===== src/hw/rtl/jsid_pkg.sv =====
// Shared widths and key strings for the sync-id extractor.
package jsid_pkg;

  localparam int unsigned TextW     = 8;
  localparam int unsigned HalfW     = 64;
  localparam int unsigned VerKeyLen = 9;
  localparam int unsigned IdKeyLen  = 20;
  localparam int unsigned VerProgW  = 4;
  localparam int unsigned IdProgW   = 5;
  localparam int unsigned DigitCntW = 6;

  localparam logic [TextW-1:0] ChQuote = 8'h22;
  localparam logic [TextW-1:0] ChColon = 8'h3a;
  localparam logic [TextW-1:0] ChOne   = 8'h31;

  localparam logic [TextW-1:0] VerKey [VerKeyLen] = '{
    8'h22, "v", "e", "r", "s", "i", "o", "n", 8'h22
  };

  localparam logic [TextW-1:0] IdKey [IdKeyLen] = '{
    8'h22, "k", "o", "r", "e", "a", "d", "e", "r", "P",
    "a", "r", "t", "i", "a", "l", "M", "d", "5", 8'h22
  };

  // Matcher phases, one-hot.
  typedef enum logic [5:0] {
    PhKey   = 6'b000001,
    PhColon = 6'b000010,
    PhValue = 6'b000100,
    PhBody  = 6'b001000,
    PhOk    = 6'b010000,
    PhFail  = 6'b100000
  } phase_e;

endpackage


===== src/hw/rtl/jsid_in_if.sv =====
// Byte stream channel into the sync-id extractor.
interface jsid_in_if;
  logic                          valid;
  logic                          ready;
  logic [jsid_pkg::TextW-1:0]    text_byte;
  logic                          is_final;

  modport source (output valid, output text_byte, output is_final, input ready);
  modport sink   (input valid, input text_byte, input is_final, output ready);
endinterface


===== src/hw/rtl/jsid_out_if.sv =====
// Result channel out of the sync-id extractor.
interface jsid_out_if;
  logic                          valid;
  logic                          ready;
  logic                          id_found;
  logic [jsid_pkg::HalfW-1:0]    id_half;
  logic                          half_last;

  modport source (output valid, output id_found, output id_half, output half_last,
                  input ready);
  modport sink   (input valid, input id_found, input id_half, input half_last,
                  output ready);
endinterface


===== src/hw/rtl/json_sync_id_extractor_unit.sv =====
// Top level: streaming extractor of the version check and the 32-digit sync id.
// The final byte's two result transfers are registered into the result queue and offered after any older results.
// Throughput: one byte per cycle; each document yields two result transfers.
// Input stalls only while the two-document result queue is full.
// Reset (rst_ni low, asynchronous) clears matchers, digit count and result queue.
module json_sync_id_extractor_unit (
  input  logic          clk_i,
  input  logic          rst_ni,
  jsid_in_if.sink       in_i,
  jsid_out_if.source    out_o
);

  localparam logic [jsid_pkg::DigitCntW-1:0] DigitsDone = 6'd32;

  // ---------------------------------------------------------------------------
  // Matcher state
  // ---------------------------------------------------------------------------
  logic [jsid_pkg::VerProgW-1:0]  ver_prog_q, ver_prog_d;
  jsid_pkg::phase_e               ver_phase_q, ver_phase_d;
  logic [jsid_pkg::IdProgW-1:0]   id_prog_q, id_prog_d;
  jsid_pkg::phase_e               id_phase_q, id_phase_d;
  logic [jsid_pkg::DigitCntW-1:0] dig_cnt_q, dig_cnt_d;
  logic [jsid_pkg::HalfW-1:0]     nib0_q, nib0_d;
  logic [jsid_pkg::HalfW-1:0]     nib1_q, nib1_d;

  // ---------------------------------------------------------------------------
  // Result queue: two documents, each drained as two transfers
  // ---------------------------------------------------------------------------
  logic                       slot_found_q [2];
  logic [jsid_pkg::HalfW-1:0] slot_h0_q    [2];
  logic [jsid_pkg::HalfW-1:0] slot_h1_q    [2];
  logic                       wr_ptr_q, rd_ptr_q, half_sel_q;
  logic [1:0]                 cnt_q, cnt_d;

  logic                       in_xfer, out_xfer, push, pop;
  logic [jsid_pkg::TextW-1:0] c;
  logic                       is_space, is_digit, is_lhex, hex_ok;
  logic [3:0]                 hex_val;

  // Key matcher next-progress logic
  logic [jsid_pkg::VerProgW-1:0] ver_p, ver_p_nx;
  logic                          ver_hit;
  logic [jsid_pkg::IdProgW-1:0]  id_p, id_p_nx;
  logic                          id_hit;

  logic ver_ok, found;

  assign c = in_i.text_byte;

  assign in_i.ready = (cnt_q != 2'd2);
  assign in_xfer    = in_i.valid & in_i.ready;
  assign out_o.valid = (cnt_q != 2'd0);
  assign out_xfer    = out_o.valid & out_o.ready;
  assign push        = in_xfer & in_i.is_final;
  assign pop         = out_xfer & half_sel_q;

  // Character classes
  assign is_space = (c == 8'h20) || (c == 8'h09) || (c == 8'h0d) || (c == 8'h0a);
  assign is_digit = (c >= 8'h30) && (c <= 8'h39);
  assign is_lhex  = (c >= 8'h61) && (c <= 8'h66);
  assign hex_ok   = is_digit | is_lhex;
  assign hex_val  = is_digit ? c[3:0] : 4'(c[3:0] + 4'd9);

  // Version key: a mismatch restarts at one if the byte is a quote, else at zero.
  always_comb begin
    ver_p    = (ver_prog_q >= jsid_pkg::VerProgW'(jsid_pkg::VerKeyLen)) ? '0 : ver_prog_q;
    ver_p_nx = (c == jsid_pkg::VerKey[ver_p]) ? 4'(ver_p + 4'd1)
             : ((c == jsid_pkg::ChQuote) ? 4'd1 : 4'd0);
    ver_hit  = (ver_p_nx == jsid_pkg::VerProgW'(jsid_pkg::VerKeyLen));
  end

  always_comb begin
    id_p    = (id_prog_q >= jsid_pkg::IdProgW'(jsid_pkg::IdKeyLen)) ? '0 : id_prog_q;
    id_p_nx = (c == jsid_pkg::IdKey[id_p]) ? 5'(id_p + 5'd1)
            : ((c == jsid_pkg::ChQuote) ? 5'd1 : 5'd0);
    id_hit  = (id_p_nx == jsid_pkg::IdProgW'(jsid_pkg::IdKeyLen));
  end

  // Version checker: key, colon, '1', then anything but a digit.
  always_comb begin
    ver_prog_d  = ver_prog_q;
    ver_phase_d = ver_phase_q;
    unique case (ver_phase_q)
      jsid_pkg::PhKey: begin
        ver_prog_d = ver_hit ? '0 : ver_p_nx;
        if (ver_hit) ver_phase_d = jsid_pkg::PhColon;
      end
      jsid_pkg::PhColon: begin
        if (!is_space) ver_phase_d = (c == jsid_pkg::ChColon) ? jsid_pkg::PhValue
                                                              : jsid_pkg::PhFail;
      end
      jsid_pkg::PhValue: begin
        if (!is_space) ver_phase_d = (c == jsid_pkg::ChOne) ? jsid_pkg::PhBody
                                                            : jsid_pkg::PhFail;
      end
      jsid_pkg::PhBody: begin
        ver_phase_d = is_digit ? jsid_pkg::PhFail : jsid_pkg::PhOk;
      end
      jsid_pkg::PhOk: begin
        ver_phase_d = jsid_pkg::PhOk;
      end
      default: begin
        ver_phase_d = jsid_pkg::PhFail;
      end
    endcase
  end

  // Id checker: key, colon, quote, 32 lower-case hex digits, quote.
  always_comb begin
    id_prog_d  = id_prog_q;
    id_phase_d = id_phase_q;
    dig_cnt_d  = dig_cnt_q;
    nib0_d     = nib0_q;
    nib1_d     = nib1_q;
    unique case (id_phase_q)
      jsid_pkg::PhKey: begin
        id_prog_d = id_hit ? '0 : id_p_nx;
        if (id_hit) id_phase_d = jsid_pkg::PhColon;
      end
      jsid_pkg::PhColon: begin
        if (!is_space) id_phase_d = (c == jsid_pkg::ChColon) ? jsid_pkg::PhValue
                                                             : jsid_pkg::PhFail;
      end
      jsid_pkg::PhValue: begin
        if (!is_space) id_phase_d = (c == jsid_pkg::ChQuote) ? jsid_pkg::PhBody
                                                             : jsid_pkg::PhFail;
      end
      jsid_pkg::PhBody: begin
        if (dig_cnt_q >= DigitsDone) begin
          id_phase_d = (c == jsid_pkg::ChQuote) ? jsid_pkg::PhOk : jsid_pkg::PhFail;
        end else if (!hex_ok) begin
          id_phase_d = jsid_pkg::PhFail;
        end else begin
          // Digits 0-15 fill the first half, 16-31 the second.
          if (dig_cnt_q[4]) nib1_d = {nib1_q[jsid_pkg::HalfW-5:0], hex_val};
          else              nib0_d = {nib0_q[jsid_pkg::HalfW-5:0], hex_val};
          dig_cnt_d = 6'(dig_cnt_q + 6'd1);
        end
      end
      jsid_pkg::PhOk: begin
        id_phase_d = jsid_pkg::PhOk;
      end
      default: begin
        id_phase_d = jsid_pkg::PhFail;
      end
    endcase
  end

  // A '1' as the very last byte still counts as a good version.
  assign ver_ok = (ver_phase_d == jsid_pkg::PhBody) || (ver_phase_d == jsid_pkg::PhOk);
  assign found  = ver_ok && (id_phase_d == jsid_pkg::PhOk);

  // Advance matchers on each byte transfer; return to reset after the final byte.
  always_ff @(posedge clk_i or negedge rst_ni) begin
    if (!rst_ni) begin
      ver_prog_q  <= '0;
      ver_phase_q <= jsid_pkg::PhKey;
      id_prog_q   <= '0;
      id_phase_q  <= jsid_pkg::PhKey;
      dig_cnt_q   <= '0;
      nib0_q      <= '0;
      nib1_q      <= '0;
    end else if (in_xfer) begin
      if (in_i.is_final) begin
        ver_prog_q  <= '0;
        ver_phase_q <= jsid_pkg::PhKey;
        id_prog_q   <= '0;
        id_phase_q  <= jsid_pkg::PhKey;
        dig_cnt_q   <= '0;
        nib0_q      <= '0;
        nib1_q      <= '0;
      end else begin
        ver_prog_q  <= ver_prog_d;
        ver_phase_q <= ver_phase_d;
        id_prog_q   <= id_prog_d;
        id_phase_q  <= id_phase_d;
        dig_cnt_q   <= dig_cnt_d;
        nib0_q      <= nib0_d;
        nib1_q      <= nib1_d;
      end
    end
  end

  // Result queue payload: drop the halves to zero when the id is not found.
  always_ff @(posedge clk_i) begin
    if (push) begin
      slot_found_q[wr_ptr_q] <= found;
      slot_h0_q[wr_ptr_q]    <= found ? nib0_d : '0;
      slot_h1_q[wr_ptr_q]    <= found ? nib1_d : '0;
    end
  end

  always_comb begin
    cnt_d = cnt_q;
    if (push && !pop)      cnt_d = 2'(cnt_q + 2'd1);
    else if (pop && !push) cnt_d = 2'(cnt_q - 2'd1);
  end

  always_ff @(posedge clk_i or negedge rst_ni) begin
    if (!rst_ni) begin
      wr_ptr_q   <= 1'b0;
      rd_ptr_q   <= 1'b0;
      half_sel_q <= 1'b0;
      cnt_q      <= '0;
    end else begin
      cnt_q <= cnt_d;
      if (push)     wr_ptr_q   <= ~wr_ptr_q;
      if (pop)      rd_ptr_q   <= ~rd_ptr_q;
      if (out_xfer) half_sel_q <= ~half_sel_q;
    end
  end

  assign out_o.id_found  = slot_found_q[rd_ptr_q];
  assign out_o.id_half   = half_sel_q ? slot_h1_q[rd_ptr_q] : slot_h0_q[rd_ptr_q];
  assign out_o.half_last = half_sel_q;

endmodule


===== src/flat_wrapper.sv =====
// flat-port wrapper written by rule: the top's interface ports become plain ports
module json_sync_id_extractor_unit_flat 
  (clk_i, rst_ni, in_i_valid, in_i_text_byte, in_i_is_final, in_i_ready, out_o_valid, out_o_id_found, out_o_id_half, out_o_half_last, out_o_ready);
  jsid_in_if in_i_i ();
  jsid_out_if out_o_i ();
  input  logic clk_i;
  input  logic rst_ni;
  input wire logic [$bits(in_i_i.valid)-1:0] in_i_valid;
  input wire logic [$bits(in_i_i.text_byte)-1:0] in_i_text_byte;
  input wire logic [$bits(in_i_i.is_final)-1:0] in_i_is_final;
  output wire logic [$bits(in_i_i.ready)-1:0] in_i_ready;
  output wire logic [$bits(out_o_i.valid)-1:0] out_o_valid;
  output wire logic [$bits(out_o_i.id_found)-1:0] out_o_id_found;
  output wire logic [$bits(out_o_i.id_half)-1:0] out_o_id_half;
  output wire logic [$bits(out_o_i.half_last)-1:0] out_o_half_last;
  input wire logic [$bits(out_o_i.ready)-1:0] out_o_ready;
  assign in_i_i.valid = in_i_valid;
  assign in_i_i.text_byte = in_i_text_byte;
  assign in_i_i.is_final = in_i_is_final;
  assign in_i_ready = in_i_i.ready;
  assign out_o_valid = out_o_i.valid;
  assign out_o_id_found = out_o_i.id_found;
  assign out_o_id_half = out_o_i.id_half;
  assign out_o_half_last = out_o_i.half_last;
  assign out_o_i.ready = out_o_ready;
  json_sync_id_extractor_unit u_core (.clk_i(clk_i), .rst_ni(rst_ni), .in_i(in_i_i), .out_o(out_o_i));
endmodule

===== config.mk =====
export PLATFORM = sky130hd
export DESIGN_NAME = json_sync_id_extractor_unit_flat
export DESIGN_NICKNAME = d
export VERILOG_FILES = /design/src/hw/rtl/jsid_pkg.sv /design/src/hw/rtl/jsid_in_if.sv /design/src/hw/rtl/jsid_out_if.sv /design/src/hw/rtl/json_sync_id_extractor_unit.sv /design/src/flat_wrapper.sv
export SDC_FILE = /design/constraint.sdc
export NUM_CORES = 1
export LEC_CHECK = 0
export BUFFER_PORTS_ARGS = -buffer_cell sky130_fd_sc_hd__buf_2
export CAP_MARGIN = 5
export CORE_MARGIN = 3
export CORE_UTILIZATION = 60
export DETAILED_ROUTE_END_ITERATION = 8
export PLACE_DENSITY = 0.78
export SYNTH_ARGS = -nofsm -noshare
export SYNTH_HDL_FRONTEND = slang
export SYNTH_SLANG_ARGS = --single-unit

===== constraint.sdc =====
create_clock -name clk_i -period 8.57 [get_ports clk_i]
set_clock_uncertainty 0.2 [all_clocks]
set_input_delay 1.2855 -clock clk_i [delete_from_list [all_inputs] [get_ports clk_i]]
set_output_delay 1.2855 -clock clk_i [all_outputs]
set_load 0.005 [all_outputs]

==> results of run 1 <==
[state kept, by name (all words and copies together) (netlist names)]
signal,cells
u_core.slot_h0_q,128
u_core.slot_h1_q,128
u_core.nib0_q,64
u_core.nib1_q,64
u_core.dig_cnt_q,6
u_core.id_phase_q,6
u_core.ver_phase_q,6
u_core.id_prog_q,5
u_core.ver_prog_q,4
u_core.cnt_q,2
u_core.slot_found_q,2
u_core.out_o.half_last,1
u_core.rd_ptr_q,1
u_core.wr_ptr_q,1
[cell families (layout without fill, tap and decap cells)]
kind of cell | Yosys count | after routing | synth area share (%)
compound gates | 353 | 353 | 13.1
buf+inv | 122 | 191 | 3.15
flops | 418 | 418 | 63.4
simple gates | 402 | 402 | 9.63
mux | 74 | 74 | 8.35
fa+ha+maj | 19 | 19 | 1.28
xor+xnor | 22 | 22 | 1.04
[cells in the final DEF (no fill, tap or decap), types with 4 or more instances in the layout]
| cell | n |
|---|---|
| o22ai_1 | 4 |
| o21ai_0 | 37 |
| a41oi_1 | 4 |
| a21oi_1 | 138 |
| clkinv_2 | 7 |
| and3_1 | 4 |
| buf_2 | 79 |
| mux2_2 | 5 |
| ha_1 | 19 |
| inv_1 | 19 |
| or3_1 | 5 |
| nand2b_1 | 6 |
| nor2_1 | 30 |
| clkbuf_1 | 12 |
| a31oi_1 | 5 |
| xor2_1 | 8 |
| buf_4 | 14 |
| nand2_1 | 282 |
| nand4_1 | 4 |
| mux4_2 | 64 |
| clkbuf_8 | 7 |
| a211oi_1 | 7 |
| xnor2_1 | 14 |
| dfrtp_1 | 156 |
| a22oi_1 | 4 |
| nor3_1 | 11 |
| nor2b_1 | 10 |
| nand3_1 | 13 |
| nor3b_1 | 6 |
| clkbuf_16 | 47 |
| edfxtp_1 | 258 |
| mux2i_1 | 5 |
| a22o_1 | 126 |
[cells in the mapped netlist (5+ instances only)]
cell type and number:
or3_1 5, xor2_1 8, ha_1 19, a21oi_1 138, nand2_1 284, mux2i_1 5, edfxtp_1 258, nand3_1 13
xnor2_1 14, a22o_1 126, buf_1 10, o21ai_0 37, a31oi_1 5, buf_4 10, dfrtp_1 158, clkbuf_1 48
nor3b_1 6, inv_1 19, mux2_2 5, nor2_1 31, mux4_2 64, nor2b_1 10, buf_6 7, nor3_1 11
nand2b_1 7, and3_1 5, a211oi_1 7, buf_2 28
[worst paths after layout]
check,endpoint,slack [ns],cells after the start
max in group asynchronous,u_core.rd_ptr_q,6.06,2
worst min register to register,u_core.cnt_q[1],0.29,1
worst min-delay path,u_core.cnt_q[1],0.29,1
min in group asynchronous,u_core.id_prog_q[2],0.63,1
worst max register to register,u_core.slot_h1_q[0][1],4.95,7
worst max-delay path,out_o_id_half[9],4.14,3
[where the power goes]
part           switching [mW]  internal, mW
sequential              0.141          2.39
clock                   0.740          1.09
combinational           0.485         0.465
total                    1.37          3.94
[cell type report]
type	count	area [µm²]	share of cell area [%]
Inverter	19	71.3	0.348
Clock buffer	66	1320	6.43
Clock inverter	11	86.3	0.421
Sequential cell	418	11800	57.4
Timing Repair Buffer	95	532	2.60
Multi-Input combinational cell	870	6230	30.4
Tap cell	390	488	2.38
[routing by layer]
layer  vias up  global-route usage, %  wire length (µm)  part of all wire [%]
li1       5337                      -                 -                     -
met1      6050                   36.0             16800                    41
met2       571                   39.5             19800                    49
met3        96                   3.77              2970                   7.3
met4         2                   8.68              1220                   3.0
met5         -                      0                 7                 0.017
[critical path, stage by stage, from the launching register on]
cell and delay [ns]:
dfrtp_4 0.81, buf_4 0.74, mux4_2 0.65, buf_2 0.16
==> reports/qor.yml, run 1 <==
syn_area_um2: 18500
cts-root-buf: "clkbuf_16"
fin_crit_sh_pct: 51.7
grt_setup_unrepaired: "false"
clkTransAtPathRegs_ns: 0.06
crit_start: "u_core.rd_ptr_q"
grt_usage_pct: 24.9
critical_path_arrival_ns: 2.94
leakage_nw: 7.01
routed_via_density: 6.45
cts_sinks: 418
fillers: 2084
cp.required_ns: 7.08
worst_setup_path_start_kind: "flop"
cp_max_fo: 37
die_y_um: 182
grt.overflow.total: 0
worstSetupEndpointType: "output port"
final_cell_area_um2: 20500
syn_inst: 1410
drc: 0
rr_startpoint: "u_core.ver_phase_q[3]"
worst_slew_pin_slew_ns: 0.987
synthArstFlopShare_pct: 38.3
min_from: "u_core.cnt_q[1]"
slew_violations: 0
yosys-top-cells-area: "edfxtp_1 42%, dfrtp_1 21%, mux4_2 7.8%, a22o_1 6.0%, nand2_1 5.8%"
status: "complete, no violations"
drive_above_1_share_pct: 17.3
placed_area_um2: 19100
post_layout_nonfiller_instances: 1869
yosysTopAreaCellShare_pct: 41.8
firstDrtPassIters: 6
hold_class: "flop to flop"
post_cts.repair.setup_buffers: 0
floorplan.initialDensity_pct: 61.7
hold_violations: 0
drtIter0Drc: 1285
relSlewSlack_pct: 34.2
post-route-worst-setup-slack_ns: 4.14
final_util_pct: 68.2
totalWireLength_um: 40800
layout.nets: 1478
ir_drop_mv: 0.156
power.total_mw: 5.31
post_cts_resize_count: 0
max_freq_mhz: 226
grt_max_degree: 94
cts_buffers: 42
synth_seq_cells: 418
fp.dieW_um: 182
dieArea_um2: 33000
ys.flop_type: "edfxtp_1"
ant_nets: 0
tns_ns: 0
placementRows: 63
hpwlAfterDp_um: 23700
io_pins: 81
p_per_area_nw_per_um2: 259
clk_path_buf_depth: 3
whs_ns: 0.292
gp_congestion: 0.869
syn_nets: 1442
crit_type: "flop to output port"
wl_per_cell_um: 21.9
yosysWarnings: 0
num_vias: 12100
seq_area_frac_synth_pct: 63.4
grt_pass1_vias: 12200
yosysTopAreaCell: "edfxtp_1"
htree_levels: 2
cts_hold_buf: 0
worstSkewPairLatency_ns: 0.53
layout_min_cycle_time_ns: 4.43
synth_edf_count: 258
syn_area_per_cell_um2: 13.1
setup_violations: 0
place_inst: 1791
maxCapViolations: 0
port_buffers: 80
grt_pass1_wl_um: 66100
cts_tree: "built"
antenna_found_initial: 1
syn2layout_area_growth_pct: 10.6
ys_types: 70
coreArea_um2: 30000
place_ws_ns: 3.48
n_antenna_cell: 0
No activity file was read; power rests on OpenSTA's default activity.
==> run 2: changes to the inputs <==
clock period = 4.3 ns   (was 8.57 ns; I/O delays follow)
==> run 2 against run 1 <==
  * The run now ends with negative hold slack left
  * Highest routed layer is now met4
  * Global-route usage grew 0.46 points
  * Via count increased by 0.39%
  * Register-to-register slack lost 4.1 ns
  * Largest power group unchanged
  * Worst hold slack lost 0.31 ns
==> reports/qor.yml, run 2 (same netlist as run 1, synthesis figures left out) <==
post_cts_resize_count: 0
dieArea_um2: 33000
maxCapViolations: 0
hold_class: "primary input to asynchronous set/reset pin"
crit_type: "flop to output port"
cts_tree: "built"
cts-root-buf: "clkbuf_16"
final_cell_mix: "282 x nand2_1, 258 x edfxtp_1, 156 x dfrtp_1, 138 x a21oi_1, 126 x a22o_1"
ant_nets: 0
grt_pass1_wl_um: 67200
worstSkewPairLatency_ns: 0.53
wl_per_cell_um: 22.1
grt_setup_unrepaired: "false"
grt_pass1_vias: 12300
cp_max_fo: 34
firstDrtPassIters: 6
r2r_cells: 10
crit_end: "out_o_id_half[51]"
totalWireLength_um: 41500
tns_ns: 0
slew_violations: 0
grt_usage_pct: 25.4
syn2layout_area_growth_pct: 11.5
cts_sinks: 418
leakage_nw: 7.07
drc: 0
num_vias: 12100
grt_max_degree: 130
clkTransAtPathRegs_ns: 0.06
p_per_area_nw_per_um2: 516
worstReg2RegEnd: "u_core.id_prog_q[2]"
n_antenna_cell: 0
slowest_delay_ns: 0.91
ir_drop_mv: 0.265
floorplan.initialDensity_pct: 61.7
drive_above_1_share_pct: 17.5
routed_via_density: 6.44
fp.dieW_um: 182
crit_cells: 3
violations: "negative hold slack"
hpwlAfterDp_um: 24200
fin_crit_sh_pct: 80.3
relSlewSlack_pct: 40.4
max_freq_mhz: 290
coreArea_um2: 30000
gp_congestion: 0.843
layout_min_cycle_time_ns: 3.45
hold_violations: 3
status: "finished with violations"
crit_family: "flip-flops"
critical_path_arrival_ns: 2.61
htree_levels: 2
port_buffers: 80
placementRows: 63
clk_path_buf_depth: 3
final_common_cell: "nand2_1"
drtIter0Drc: 1272
r2r_slack_ns: 0.89
worstSetupEndpointType: "output port"
io_pins: 81
cts_buffers: 40
top_regs: "u_core.slot_h0_q x128, u_core.slot_h1_q x128"
crit_start: "u_core.rd_ptr_q"
worst_setup_path_start_kind: "flop"
path_cells: "buf_4 > mux4_2 > buf_2"
worst_slew_pin_slew_ns: 0.893
cts_hold_buf: 0
power.total_mw: 10.7
die_y_um: 182
antenna_found_initial: 0
rr_startpoint: "u_core.id_prog_q[2]"
setup_violations: 0
fillers: 1996
whs_ns: -0.0134
grt.overflow.total: 0
layout.nets: 1489
cpMaxStageDelayCell: "dfrtp_4"
cp.buffers_inverters: 2
cp.required_ns: 3.45
post_cts.repair.setup_buffers: 0
## run 2: cell count changes in the layout (fill, tap and decap cells not counted), sizes merged
cell	previous run	this run
buf	95	108
bufinv	1	6
clkbuf	66	55
clkinv	9	11
## run 2: report_power, final
part | leakage [nW] | switching [mW] | internal (mW)
clock | 0.665 | 1.47 | 2.18
sequential | 4.34 | 0.276 | 4.75
combinational | 2.07 | 1.02 | 0.970
total | 7.07 | 2.76 | 7.90
## run 2: per-layer routing
| layer | wire length, µm | track usage (%) | vias up |
|---|---|---|---|
| met4 | 781 | 7.46 | 0 |
| met2 | 20500 | 41.1 | 512 |
| met1 | 17500 | 36.7 | 6154 |
| met5 | 0 | 0 | - |
| li1 | - | - | 5368 |
| met3 | 2730 | 3.67 | 69 |
## run 2: worst min-delay path by stage
stage	slack, ns	endpoint	from
3_5_place_dp	0.29	u_core.cnt_q[1]	u_core.cnt_q[1]
5_1_grt	0.04	u_core.id_prog_q[2]	rst_ni
2_1_floorplan	0.15	u_core.cnt_q[0]	rst_ni
3_3_place_gp	0.27	u_core.cnt_q[1]	u_core.cnt_q[1]
6_report	-0.01	u_core.id_prog_q[2]	rst_ni
4_1_cts	0.03	u_core.id_prog_q[2]	rst_ni
## run 2: stage by stage
step	cells	setup WS [ns]	util, %	instance area [µm²]
2_1_floorplan	1410	0.371	-	18500
3_3_place_gp	1805	0.945	64.2	19300
3_5_place_dp	1805	0.818	64.2	19300
4_1_cts	1878	0.777	68.8	20600
5_1_grt	1878	0.519	68.8	20600
6_report	1878	0.849	68.8	20600
## run 2: worst register-to-register path, stage by stage (launching register included)
cell and delay, ns:
dfrtp_1 0.55, o21ai_0 0.29, nand2_1 0.20, ha_1 0.43
a21oi_1 0.09, o22a_1 0.23, xnor2_1 0.13, or3_1 0.36
nor3_2 0.37, nand3_1 0.22, o31ai_1 0.25
## run 2: layout make-up
type / count / area, µm² / share of cell area (%)
Inverter: 19 / 71.3 / 0.345
Clock inverter: 18 / 249 / 1.21
Clock buffer: 55 / 1110 / 5.37
Sequential cell: 418 / 11800 / 56.9
Multi-Input combinational cell: 870 / 6230 / 30.2
Tap cell: 390 / 488 / 2.36
Timing Repair Buffer: 108 / 742 / 3.59
